`config.mk`:
```
export PLATFORM = sky130hd
export DESIGN_NAME = thermal_frame_pec_decoder_core
export DESIGN_NICKNAME = d
export VERILOG_FILES = /design/src/design/tfpd_pkg.sv /design/src/design/tfpd_front.sv /design/src/design/tfpd_queue.sv /design/src/design/tfpd_back.sv /design/src/design/thermal_frame_pec_decoder_core.sv
export VERILOG_INCLUDE_DIRS = /design/src /design/src/design
export SDC_FILE = /design/constraint.sdc
export NUM_CORES = 1
export LEC_CHECK = 0
export ABC_AREA = 0
export BUFFER_PORTS_ARGS = -buffer_cell sky130_fd_sc_hd__buf_2
export CAP_MARGIN = 30
export CORE_MARGIN = 2
export CORE_UTILIZATION = 35
export DETAILED_ROUTE_END_ITERATION = 8
export HOLD_SLACK_MARGIN = 0.06
export PLACE_DENSITY = 0.52
export SLEW_MARGIN = 10
export SYNTH_ARGS = -nofsm -noshare
export SYNTH_HDL_FRONTEND = slang
export SYNTH_SLANG_ARGS = --single-unit
```
`constraint.sdc`:
```
create_clock -name i_clk -period 8.9 [get_ports i_clk]
set_clock_uncertainty 0.2 [all_clocks]
set_input_delay 1.78 -clock i_clk [delete_from_list [all_inputs] [get_ports i_clk]]
set_output_delay 1.78 -clock i_clk [all_outputs]
set_load 0.03 [all_outputs]
```
`src/design/thermal_frame_pec_decoder_core_macros.svh`:
```
// Assertion macros shared by the thermal frame PEC decoder RTL.
// Each user module must have i_clk and i_rst_n in scope; no other dependencies.
`ifndef THERMAL_FRAME_PEC_DECODER_CORE_MACROS_SVH
`define THERMAL_FRAME_PEC_DECODER_CORE_MACROS_SVH

// Property that must hold at every clock edge outside reset
`define TFPD_ASSERT(label, prop, msg) \
    label: assert property (@(posedge i_clk) disable iff (!i_rst_n) (prop)) \
        else $error(msg);

// Antecedent in a cycle implies consequent in the next cycle
`define TFPD_ASSERT_NEXT(label, ante, cons, msg) \
    label: assert property (@(posedge i_clk) disable iff (!i_rst_n) (ante) |=> (cons)) \
        else $error(msg);

`endif

```
`src/design/tfpd_pkg.sv`:
```
// Package for the thermal frame PEC decoder: constants, item type, CRC function.
// No dependencies; imported by every module of the block.
package tfpd_pkg;

    // Frame geometry
    localparam int PIXELS   = 1024;
    localparam int LAST_POS = 2 * PIXELS + 2;
    localparam int POS_W    = $clog2(LAST_POS + 1);
    localparam int IDX_W    = 10;

    // CRC-8, polynomial x^8 + x^2 + x + 1, MSB first
    localparam logic [7:0] CRC_POLY   = 8'h07;
    localparam logic [6:0] ADDR_RESET = 7'd10;

    // Divide by ten for values below the saturation limit
    localparam logic [15:0] SAT_LIMIT   = 16'd2560;
    localparam logic [10:0] DIV10_MUL   = 11'd1639;
    localparam int          DIV10_SHIFT = 14;
    localparam logic [7:0]  VALUE_MAX   = 8'd255;

    // Queue between front and back
    localparam int QUEUE_DEPTH = 4;
    localparam int QPTR_W      = $clog2(QUEUE_DEPTH);
    localparam int QCNT_W      = $clog2(QUEUE_DEPTH + 1);

    typedef enum logic {
        KIND_PIXEL = 1'b0,
        KIND_CHECK = 1'b1
    } t_kind;

    // One classified transaction on its way to the back end
    typedef struct packed {
        t_kind              kind;
        logic [IDX_W-1:0]   index;
        logic [15:0]        raw;
        logic [7:0]         crc;
        logic [7:0]         rcvd;
    } t_item;

    // Run one byte through the CRC register
    function automatic logic [7:0] crc8_byte(input logic [7:0] v);
        logic [7:0] x;
        x = v;
        for (int i = 0; i < 8; i++) begin
            x = x[7] ? ((x << 1) ^ CRC_POLY) : (x << 1);
        end
        return x;
    endfunction

    localparam logic [7:0] CRC_RESET = crc8_byte({ADDR_RESET, 1'b1});

endpackage

```
`src/design/tfpd_front.sv`:
```
// Front end: takes frame bytes, tracks byte position and running CRC, classifies.
// Depends on tfpd_pkg; feeds tfpd_queue with pixel and check items.
module tfpd_front
    import tfpd_pkg::*;
(
    input  logic       i_clk,
    input  logic       i_rst_n,
    input  logic       i_accept,
    input  logic [7:0] i_data_byte,
    input  logic       i_frame_start,
    input  logic       i_cfg_valid,
    input  logic [6:0] i_cfg_sensor_address,
    output logic       o_wr,
    output t_item      o_item
);

    logic [6:0]       r_addr;
    logic [7:0]       r_crc,  n_crc;
    logic [POS_W-1:0] r_pos,  n_pos;
    logic [7:0]       r_held, n_held;

    logic [POS_W-1:0] pos_cur;
    logic [POS_W-1:0] pix_off;
    logic [7:0]       seed;
    logic [7:0]       crc_cur;
    logic             is_pec;
    logic             is_pixel;

    // Address register; the user writes it only while block is idle; not enforced
    always_ff @(posedge i_clk) begin
        if (!i_rst_n) begin
            r_addr <= ADDR_RESET;
        end else if (i_cfg_valid) begin
            r_addr <= i_cfg_sensor_address;
        end
    end

    // Classify the current byte
    always_comb begin
        pos_cur  = i_frame_start ? '0 : r_pos;
        seed     = crc8_byte({r_addr, 1'b1});
        crc_cur  = (pos_cur == '0) ? seed : r_crc;
        is_pec   = (pos_cur >= POS_W'(LAST_POS));
        is_pixel = !is_pec && pos_cur[0] && (pos_cur >= POS_W'(3));
        pix_off  = pos_cur - POS_W'(2);
    end

    // Next position, CRC and held low byte
    always_comb begin
        n_pos  = r_pos;
        n_crc  = r_crc;
        n_held = r_held;
        if (i_accept) begin
            if (is_pec) begin
                n_pos = '0;
                n_crc = seed;
            end else begin
                n_pos = pos_cur + POS_W'(1);
                n_crc = crc8_byte(i_data_byte ^ crc_cur);
                if (!pos_cur[0]) begin
                    n_held = i_data_byte;
                end
            end
        end
    end

    always_ff @(posedge i_clk) begin
        if (!i_rst_n) begin
            r_pos  <= '0;
            r_crc  <= CRC_RESET;
            r_held <= '0;
        end else begin
            r_pos  <= n_pos;
            r_crc  <= n_crc;
            r_held <= n_held;
        end
    end

    // Build the queue transaction; unused fields are zero
    always_comb begin
        o_wr   = i_accept && (is_pec || is_pixel);
        o_item = '0;
        if (is_pec) begin
            o_item.kind = KIND_CHECK;
            o_item.crc  = crc_cur;
            o_item.rcvd = i_data_byte;
        end else begin
            o_item.kind  = KIND_PIXEL;
            o_item.index = IDX_W'(pix_off >> 1);
            o_item.raw   = {i_data_byte, r_held};
        end
    end

endmodule

```
`src/design/tfpd_queue.sv`:
```
// Short register queue that decouples the front end from the back end.
// Depends on tfpd_pkg for the item type and depth.
`include "thermal_frame_pec_decoder_core_macros.svh"

module tfpd_queue
    import tfpd_pkg::*;
(
    input  logic  i_clk,
    input  logic  i_rst_n,
    input  logic  i_wr,
    input  t_item i_item,
    output logic  o_full,
    input  logic  i_rd,
    output t_item o_item,
    output logic  o_empty
);

    t_item             r_mem [QUEUE_DEPTH];
    logic [QPTR_W-1:0] r_wr_ptr, n_wr_ptr;
    logic [QPTR_W-1:0] r_rd_ptr, n_rd_ptr;
    logic [QCNT_W-1:0] r_count,  n_count;

    assign o_full  = (r_count == QCNT_W'(QUEUE_DEPTH));
    assign o_empty = (r_count == '0);
    assign o_item  = r_mem[r_rd_ptr];

    // Store entries
    always_ff @(posedge i_clk) begin
        if (i_wr) begin
            r_mem[r_wr_ptr] <= i_item;
        end
    end

    // Advance pointers and fill count
    always_comb begin
        n_wr_ptr = r_wr_ptr;
        n_rd_ptr = r_rd_ptr;
        n_count  = r_count;
        if (i_wr) begin
            n_wr_ptr = (r_wr_ptr == QPTR_W'(QUEUE_DEPTH - 1)) ? '0 : r_wr_ptr + QPTR_W'(1);
        end
        if (i_rd) begin
            n_rd_ptr = (r_rd_ptr == QPTR_W'(QUEUE_DEPTH - 1)) ? '0 : r_rd_ptr + QPTR_W'(1);
        end
        if (i_wr && !i_rd) begin
            n_count = r_count + QCNT_W'(1);
        end else if (!i_wr && i_rd) begin
            n_count = r_count - QCNT_W'(1);
        end
    end

    always_ff @(posedge i_clk) begin
        if (!i_rst_n) begin
            r_wr_ptr <= '0;
            r_rd_ptr <= '0;
            r_count  <= '0;
        end else begin
            r_wr_ptr <= n_wr_ptr;
            r_rd_ptr <= n_rd_ptr;
            r_count  <= n_count;
        end
    end

    `TFPD_ASSERT(a_no_overflow, !(i_wr && o_full), "queue written while full")
    `TFPD_ASSERT(a_no_underflow, !(i_rd && o_empty), "queue read while empty")
    `TFPD_ASSERT_NEXT(a_count_track, i_wr && !i_rd, r_count == $past(r_count) + QCNT_W'(1), "fill count did not advance on write")

endmodule

```
`src/design/tfpd_back.sv`:
```
// Back end: converts pixel items to whole degrees and holds the result register.
// Depends on tfpd_pkg; reads from tfpd_queue.
`include "thermal_frame_pec_decoder_core_macros.svh"

module tfpd_back
    import tfpd_pkg::*;
(
    input  logic             i_clk,
    input  logic             i_rst_n,
    input  t_item            i_item,
    input  logic             i_q_empty,
    output logic             o_rd,
    input  logic             i_pop,
    output logic             o_empty,
    output logic             o_result_kind,
    output logic [IDX_W-1:0] o_pixel_index,
    output logic [7:0]       o_pixel_value,
    output logic [7:0]       o_computed_crc,
    output logic [7:0]       o_received_crc,
    output logic             o_pec_ok,
    output logic             o_frame_last
);

    logic             r_valid, n_valid;
    t_kind            r_kind;
    logic [IDX_W-1:0] r_index;
    logic [7:0]       r_value;
    logic [7:0]       r_crc;
    logic [7:0]       r_rcvd;
    logic             r_ok;

    logic [22:0]      prod;
    logic [7:0]       value;

    // Take the next item whenever the result register is free or being drained
    assign o_rd = !i_q_empty && (!r_valid || i_pop);

    // Divide by ten via reciprocal multiply, exact below limit; clamps to 0..255
    always_comb begin
        prod = 23'(i_item.raw[11:0]) * 23'(DIV10_MUL);
        priority if (i_item.raw[15]) begin
            value = '0;
        end else if (i_item.raw >= SAT_LIMIT) begin
            value = VALUE_MAX;
        end else begin
            value = prod[DIV10_SHIFT +: 8];
        end
    end

    always_comb begin
        n_valid = r_valid;
        if (o_rd) begin
            n_valid = 1'b1;
        end else if (i_pop) begin
            n_valid = 1'b0;
        end
    end

    always_ff @(posedge i_clk) begin
        if (!i_rst_n) begin
            r_valid <= 1'b0;
        end else begin
            r_valid <= n_valid;
        end
    end

    // Load the result payload
    always_ff @(posedge i_clk) begin
        if (o_rd) begin
            r_kind  <= i_item.kind;
            r_index <= i_item.index;
            r_value <= value;
            r_crc   <= i_item.crc;
            r_rcvd  <= i_item.rcvd;
            r_ok    <= (i_item.kind == KIND_CHECK) && (i_item.crc == i_item.rcvd);
        end
    end

    assign o_empty        = !r_valid;
    assign o_result_kind  = r_kind;
    assign o_pixel_index  = r_index;
    assign o_pixel_value  = r_value;
    assign o_computed_crc = r_crc;
    assign o_received_crc = r_rcvd;
    assign o_pec_ok       = r_ok;
    assign o_frame_last   = (r_kind == KIND_CHECK);

    `TFPD_ASSERT_NEXT(a_hold_result, r_valid && !i_pop, r_valid && $stable(r_value) && $stable(r_kind), "result changed while stalled")
    `TFPD_ASSERT(a_check_zero_pixel, !(r_valid && r_kind == KIND_CHECK) || (r_value == '0 && r_index == '0), "check result carries pixel data")
    `TFPD_ASSERT(a_pixel_zero_crc, !(r_valid && r_kind == KIND_PIXEL) || (!r_ok && r_crc == '0 && r_rcvd == '0), "pixel result carries CRC data")

endmodule

```
`src/design/thermal_frame_pec_decoder_core.sv`:
```
// Thermal frame PEC decoder: bytes in, pixel and PEC check results out.
// Channels: input queue push/full with i_data_byte and i_frame_start; result
// queue empty/pop with the result fields; config write i_cfg_valid/o_cfg_ready
// carrying the 7-bit sensor address (ready is always high).
// A frame is two reference bytes, 2*PIXELS pixel bytes (low byte first), one
// PEC byte. Each pixel high byte yields a pixel result; the PEC byte yields a
// check result with frame_last set. Other bytes yield nothing.
// One byte is accepted per cycle while full is low. A result passes through
// the four-entry queue, which the front end writes when its byte is accepted,
// and then the result register, which the divide-by-ten stage loads once it
// is free or being popped. When pop is held low the result register holds,
// the queue fills and full rises once five results wait (one presented, four
// queued); quiet bytes also wait on full.
// An address write takes effect from the next byte that starts a frame.
// Reset clears the queue and result register, sets the address to 10 and
// restarts at the first byte of a frame.
// Depends on tfpd_pkg, tfpd_front, tfpd_queue and tfpd_back.
module thermal_frame_pec_decoder_core
    import tfpd_pkg::*;
(
    input  logic             i_clk,
    input  logic             i_rst_n,
    input  logic             push,
    output logic             full,
    input  logic [7:0]       i_data_byte,
    input  logic             i_frame_start,
    output logic             empty,
    input  logic             pop,
    output logic             o_result_kind,
    output logic [IDX_W-1:0] o_pixel_index,
    output logic [7:0]       o_pixel_value,
    output logic [7:0]       o_computed_crc,
    output logic [7:0]       o_received_crc,
    output logic             o_pec_ok,
    output logic             o_frame_last,
    input  logic             i_cfg_valid,
    output logic             o_cfg_ready,
    input  logic [6:0]       i_cfg_sensor_address
);

    logic  accept;
    logic  q_wr;
    logic  q_rd;
    logic  q_empty;
    t_item wr_item;
    t_item rd_item;

    assign accept      = push && !full;
    assign o_cfg_ready = 1'b1;

    // Classify bytes and run the CRC
    tfpd_front u_front (
        .i_clk                (i_clk),
        .i_rst_n              (i_rst_n),
        .i_accept             (accept),
        .i_data_byte          (i_data_byte),
        .i_frame_start        (i_frame_start),
        .i_cfg_valid          (i_cfg_valid && o_cfg_ready),
        .i_cfg_sensor_address (i_cfg_sensor_address),
        .o_wr                 (q_wr),
        .o_item               (wr_item)
    );

    // Decouple front and back
    tfpd_queue u_queue (
        .i_clk   (i_clk),
        .i_rst_n (i_rst_n),
        .i_wr    (q_wr),
        .i_item  (wr_item),
        .o_full  (full),
        .i_rd    (q_rd),
        .o_item  (rd_item),
        .o_empty (q_empty)
    );

    // Convert and present results
    tfpd_back u_back (
        .i_clk          (i_clk),
        .i_rst_n        (i_rst_n),
        .i_item         (rd_item),
        .i_q_empty      (q_empty),
        .o_rd           (q_rd),
        .i_pop          (pop),
        .o_empty        (empty),
        .o_result_kind  (o_result_kind),
        .o_pixel_index  (o_pixel_index),
        .o_pixel_value  (o_pixel_value),
        .o_computed_crc (o_computed_crc),
        .o_received_crc (o_received_crc),
        .o_pec_ok       (o_pec_ok),
        .o_frame_last   (o_frame_last)
    );

endmodule
```
**Yosys cells after proc, flatten, opt, wreduce, memory -nomap -nowiden**

Memory sizes are Yosys's and may differ from the RTL's. A register that Yosys moved wholly into a read port is not among the register bits.
Index checks and enable logic that the tools add are counted.

- Bits in registers: 79
- RAM bits: 172
- Input port bits: 21
- Output and inout port bits: 40
- Logic and storage cells: 103
- Memories kept: 1

- $add $sub $neg: 6
- Multipliers: 1
- Order comparisons: 3
- Eq/ne operators: 4
- Mux-type cells: 34
- Bitwise gates (word level): 19
- Reduce and logical (&&, ||, !) cells: 21

Memory list:

| name | words | bits a word | rd ports | clocked after memory_dff | write ports | line | text |
|---|---|---|---|---|---|---|---|
| u_queue.r_mem | 4 | 43 | 1 | 1 | 1 | tfpd_queue.sv:18 | `t_item r_mem [QUEUE_DEPTH];` |

Operators by type and width:

| operator | number |
|---|---|
| $mux W3 | 18 |
| $not A3 Y3 | 16 |
| $mux W26 | 1 |
| $mux W12 | 2 |
| $mux W8 | 3 |
| $mul A12 B11 Y22 const B | 1 |
| $ge A16 B12 Y1 const B | 1 |
| $mux W16 | 1 |
| $add A12 B1 Y12 const B | 1 |
| $ge A12 B12 Y1 const B | 1 |
| $ge A12 B2 Y1 const B | 1 |
| $logic_not A12 Y1 | 1 |
| $sub A11 B2 Y11 const B | 1 |
| $eq A8 B8 Y1 | 1 |
| $logic_and A1 B1 Y1 | 8 |
| $mux W2 | 4 |
| $xor A8 B8 Y8 | 1 |
| $logic_not A1 Y1 | 6 |
| $mux W1 | 5 |
| $add A2 B1 Y2 const B | 2 |
| $eq A2 B2 Y1 const B | 2 |
| $reduce_bool A2 Y1 | 2 |
| $add A3 B1 Y3 const B | 1 |
| $eq A3 B3 Y1 const B | 1 |
| other kinds (5) | 7 |

**Logic depth before layout (Yosys ltp)**

- Depth in word-level cells: 35
- Mapped depth: 24
- Mapped depth without buffers: 20

**Hierarchy**

From an unflattened synthesis, not the netlist that was laid out.

- Cell total of the unflattened synthesis: 977
- Area total of the unflattened synthesis: 13450.4 um^2

Modules (own cells, without submodules):

| module | times used | cells each | area each (um^2) | sequential area each (um^2) |
|---|---|---|---|---|
| tfpd_queue | 1 | 269 | 6717.7 | 5345.1 |
| tfpd_back | 1 | 352 | 3960.0 | 1101.1 |
| tfpd_front | 1 | 353 | 2747.6 | 700.7 |
| thermal_frame_pec_decoder_core | 1 | 3 | 25.0 | 0.0 |

**Least setup slack after synthesis**

Ideal clock, no wire load.

- Path kind: reg2reg
- Start: register with a tool-made name
- End: register u_back.r_value[4], in the netlist u_back.o_pixel_value[4], data pin
- Library setup time: 0.289 ns
- Arrival: 6.360 ns
- Data required time: 8.411 ns
- Path slack: 2.051 ns
- Stages on the path, launching flop included: 25
- Buffers on the path: 4
- Clock period less this slack: 6.849 ns
- Path through: dfxtp_1 > buf_2 > buf_2 > clkbuf_1 > buf_1 > mux4_2 > inv_1 > ha_1 > ha_1 > inv_1 > fa_1 > inv_1 > fa_1 > inv_1 > fa_1 > inv_1 > ha_1 > a21o_1 > a211oi_1 > o221ai_1 > a31oi_1 > o21bai_1 > a21oi_1 > xor2_1 > a21oi_1

RTL lines:

| item | line | text |
|---|---|---|
| end signal: assignment | tfpd_back.sv:72 | `r_value <= value;` |
| end: declaration | tfpd_back.sv:27 | `logic [7:0] r_value;` |

==> impl_metrics.tcl <==
set metrics [dict create \
    grt_pass1_wl_um 42400 \
    synth_area_per_cell_um2 13.9 \
    ioPinCount 61 \
    htree_levels 1 \
    die-area_um2 38400 \
    hold_path.class "flip-flop to flip-flop" \
    synth_fa_ha_area_share_pct 14.4 \
    grtUsageTotal_pct 14.2 \
    finalMaxSlewViolations 0 \
    place_area_um2 13700 \
    endpoint "u_back.o_pixel_value[4]$_SDFFCE_PP0P_" \
    coreArea_um2 36400 \
    postSynthCellCount 928 \
    yosysTopAreaCellShare_pct 48.4 \
    clockBufferDepth 3 \
    ctsResizeCount 0 \
    area_growth_pct 13.9 \
    max_stage_delay_ns 0.63 \
    worst-slew-pin-transition_ns 0.719 \
    clk_pin_slew_worst_paths_ns 0.06 \
    cts.sink_count 253 \
    antenna_found_initial 0 \
    drc 0 \
    min_period_ns 6.31 \
    hp-start "u_front.r_held[7]$_SDFFE_PN0P_" \
    netlist_area_um2 12900 \
    cp_top_family "adder cells" \
    regToRegSetupSlack_ns 2.59 \
    final-hold-violation-count 0 \
    grt_pass1_vias 7431 \
    worst-path-stages 18 \
    vias 7180 \
    start_util_pct 35.4 \
    cts_buffers 29 \
    drt_first_pass_iters 4 \
    path_cells "buf_16 -> buf_4 -> mux4_2 -> ha_1 -> ha_1 -> fa_1 -> fa_1 -> inv_1 -> fa_1 -> inv_1 -> ha_1 -> a211oi_1 -> o221ai_1 -> a31oi_1 -> o21bai_1 -> a21oi_1 -> xor2_1 -> a21oi_1" \
    ant_nets 0 \
    critPathMaxFanout 22 \
    synth-seq-area-share_pct 55.4 \
    cp-end-kind "flip-flop" \
    final_common_cell "edfxtp_1" \
    fp.dieH_um 196 \
    synth-xor-area-share_pct 4.32 \
    synth_nets 1074 \
    status "finished, final reports clean" \
    max-cap-violations 0 \
    drt_iter0_drc 308 \
    ys_top_cells_by_area "edfxtp_1 (48%), ha_1 (8.3%), dfxtp_1 (7.0%)" \
    insertion_delay_ns 0.56 \
    final_layout_size_suffix_gt1_share_pct 17.0 \
    tns_ns 0 \
    layout.nets 1141 \
    relSlewSlack_pct 52.0 \
    crit_buf_inv 4 \
    fmax_ghz 0.159 \
    worst_r2r_path_depth 18 \
    antenna_cells 0 \
    viasPerCell 4.84 \
    hold_ws_ns 0.258 \
    required_ns 8.99 \
    finalSetupViolCount 0 \
    die_w_um 196 \
    muxShareOfSynthArea_pct 8.66 \
    crit_path_start_kind "flip-flop" \
    gr-total-overflow 0 \
    gp_congestion 0.863 \
    slowest_stage "dfxtp_2" \
    yosys.area_share.simple_pct 7.37 \
    worstSetupPathType "flip-flop to flip-flop" \
    wire_per_inst_um 18.0 \
    yosysWarningCount 0 \
    cts_tree "done" \
    port_buffers 59 \
    synth_top_cell_by_area "edfxtp_1" \
    postCtsSetupRepairBufs 0 \
    ys.flop_type "edfxtp_1" \
    cts_root_buf "clkbuf_16" \
    cp.arrival_ns 6.39 \
    grt_max_degree 43 \
    synth_compound_area_share_pct 5.39 \
    rows 70 \
    synth_top_family_by_area "adder cells" \
    hold_buffers 0 \
    utilization_pct 40.3 \
    synth_enable_flop_cells 208 \
    place_hpwl_um 18200 \
    design_area_um2 14700 \
    r2r_end "u_back.o_pixel_value[4]$_SDFFCE_PP0P_" \
    min_period_over_period_pct 70.9 \
    ys_ff_latch 253 \
    wl_um 26800 \
    synth_cell_type_count 65 \
    async_flop_share_pct 0 \
    grt_setup_unrepaired "no" \
    fillers 3429 \
    final_cell_mix "edfxtp_1 (208), inv_1 (107), ha_1 (86), buf_2 (59), nand2_1 (47)" \
]
[worst reg2reg max path, stage by stage (launching register included)]
cell	delay [ns]
dfxtp_2	0.63
buf_16	0.23
buf_4	0.40
mux4_2	0.64
ha_1	0.36
ha_1	0.33
fa_1	0.51
fa_1	0.55
inv_1	0.05
fa_1	0.52
inv_1	0.04
ha_1	0.30
a211oi_1	0.21
o221ai_1	0.15
a31oi_1	0.32
o21bai_1	0.16
a21oi_1	0.19
xor2_1	0.16
a21oi_1	0.08
[worst min path at each step]
stage	depth (start not counted)	end
detailed placement	2	u_front.r_held[0]$_SDFFE_PN0P_
global route	2	u_front.r_held[2]$_SDFFE_PN0P_
finish	2	u_front.r_held[7]$_SDFFE_PN0P_
global placement	2	u_front.r_held[7]$_SDFFE_PN0P_
floorplan	2	u_front.r_held[0]$_SDFFE_PN0P_
CTS	2	u_front.r_held[7]$_SDFFE_PN0P_
[cells in the mapped netlist, types with 3 or more instances]
cell type,number
buf_1,3
nand2_1,47
xnor2_1,43
edfxtp_1,208
a31oi_1,4
xor2_1,15
o21ai_0,21
mux4_2,40
a21o_1,6
clkbuf_1,23
dfxtp_1,45
and2_1,32
inv_1,107
buf_2,5
a21boi_0,8
nor4_1,3
nor2_1,24
a21oi_1,37
o21a_1,4
ha_1,86
mux2i_1,20
and3_1,7
nand2b_1,3
fa_1,39
nand3_1,5
nor3_1,9
or3_1,4
xnor2_2,3
nor3b_1,6
a21boi_1,5
nor2b_1,23
[cell type report]
type                            count  area (µm²)  share of cell area [%]
Tap cell                          468         586                    3.99
Clock buffer                       44         802                    5.46
Sequential cell                   253        7150                    48.7
Clock inverter                      9         143                   0.971
Inverter                          109         409                    2.79
Multi-Input combinational cell    531        5190                    35.4
Timing Repair Buffer               71         405                    2.76
[flip-flops by register name (all words and copies together) (netlist names), 2 cells and up, named ones only]
signal                 flops
u_queue.r_wr_ptr           2
u_front.r_addr             7
u_back.o_pixel_value       8
u_queue.r_count            3
u_front.r_held             8
u_front.r_pos             12
u_queue.r_mem            172
u_front.r_crc              8
u_queue.r_rd_ptr           2
u_back.o_received_crc      8
u_back.o_pixel_index      10
u_back.o_computed_crc      8
[routing by layer]
layer / vias to the layer above / share of wire [%] / global-route usage [%]
met2: 107 / 50 / 24.6
met1: 3587 / 45 / 18.8
li1: 3446 / - / -
met4: 0 / 2.5 / 4.04
met3: 40 / 2.7 / 1.79
met5: - / 0 / 0
[cell families (layout without fill, tap and decap cells)]
family                   Yosys count  in the layout
AO/OA/AOI/OAI                    106            106
XOR/XNOR                          61             61
adder cells (fa/ha/maj)          125            125
buffers and inverters            144            233
flip-flops                       253            253
multiplexers                      61             61
other                              1              1
AND/OR/NAND/NOR                  177            177
[through the flow]
| step | cells | worst slack, ns |
|---|---|---|
| floorplan | 928 | 2.05 |
| global placement | 1430 | 2.32 |
| detailed placement | 1430 | 2.25 |
| CTS | 1483 | 2.17 |
| global route | 1485 | 2.07 |
| finish | 1485 | 2.59 |
Power is not shown: default switching activity piles up to over one toggle a cycle in this logic, so the estimate is an artifact.
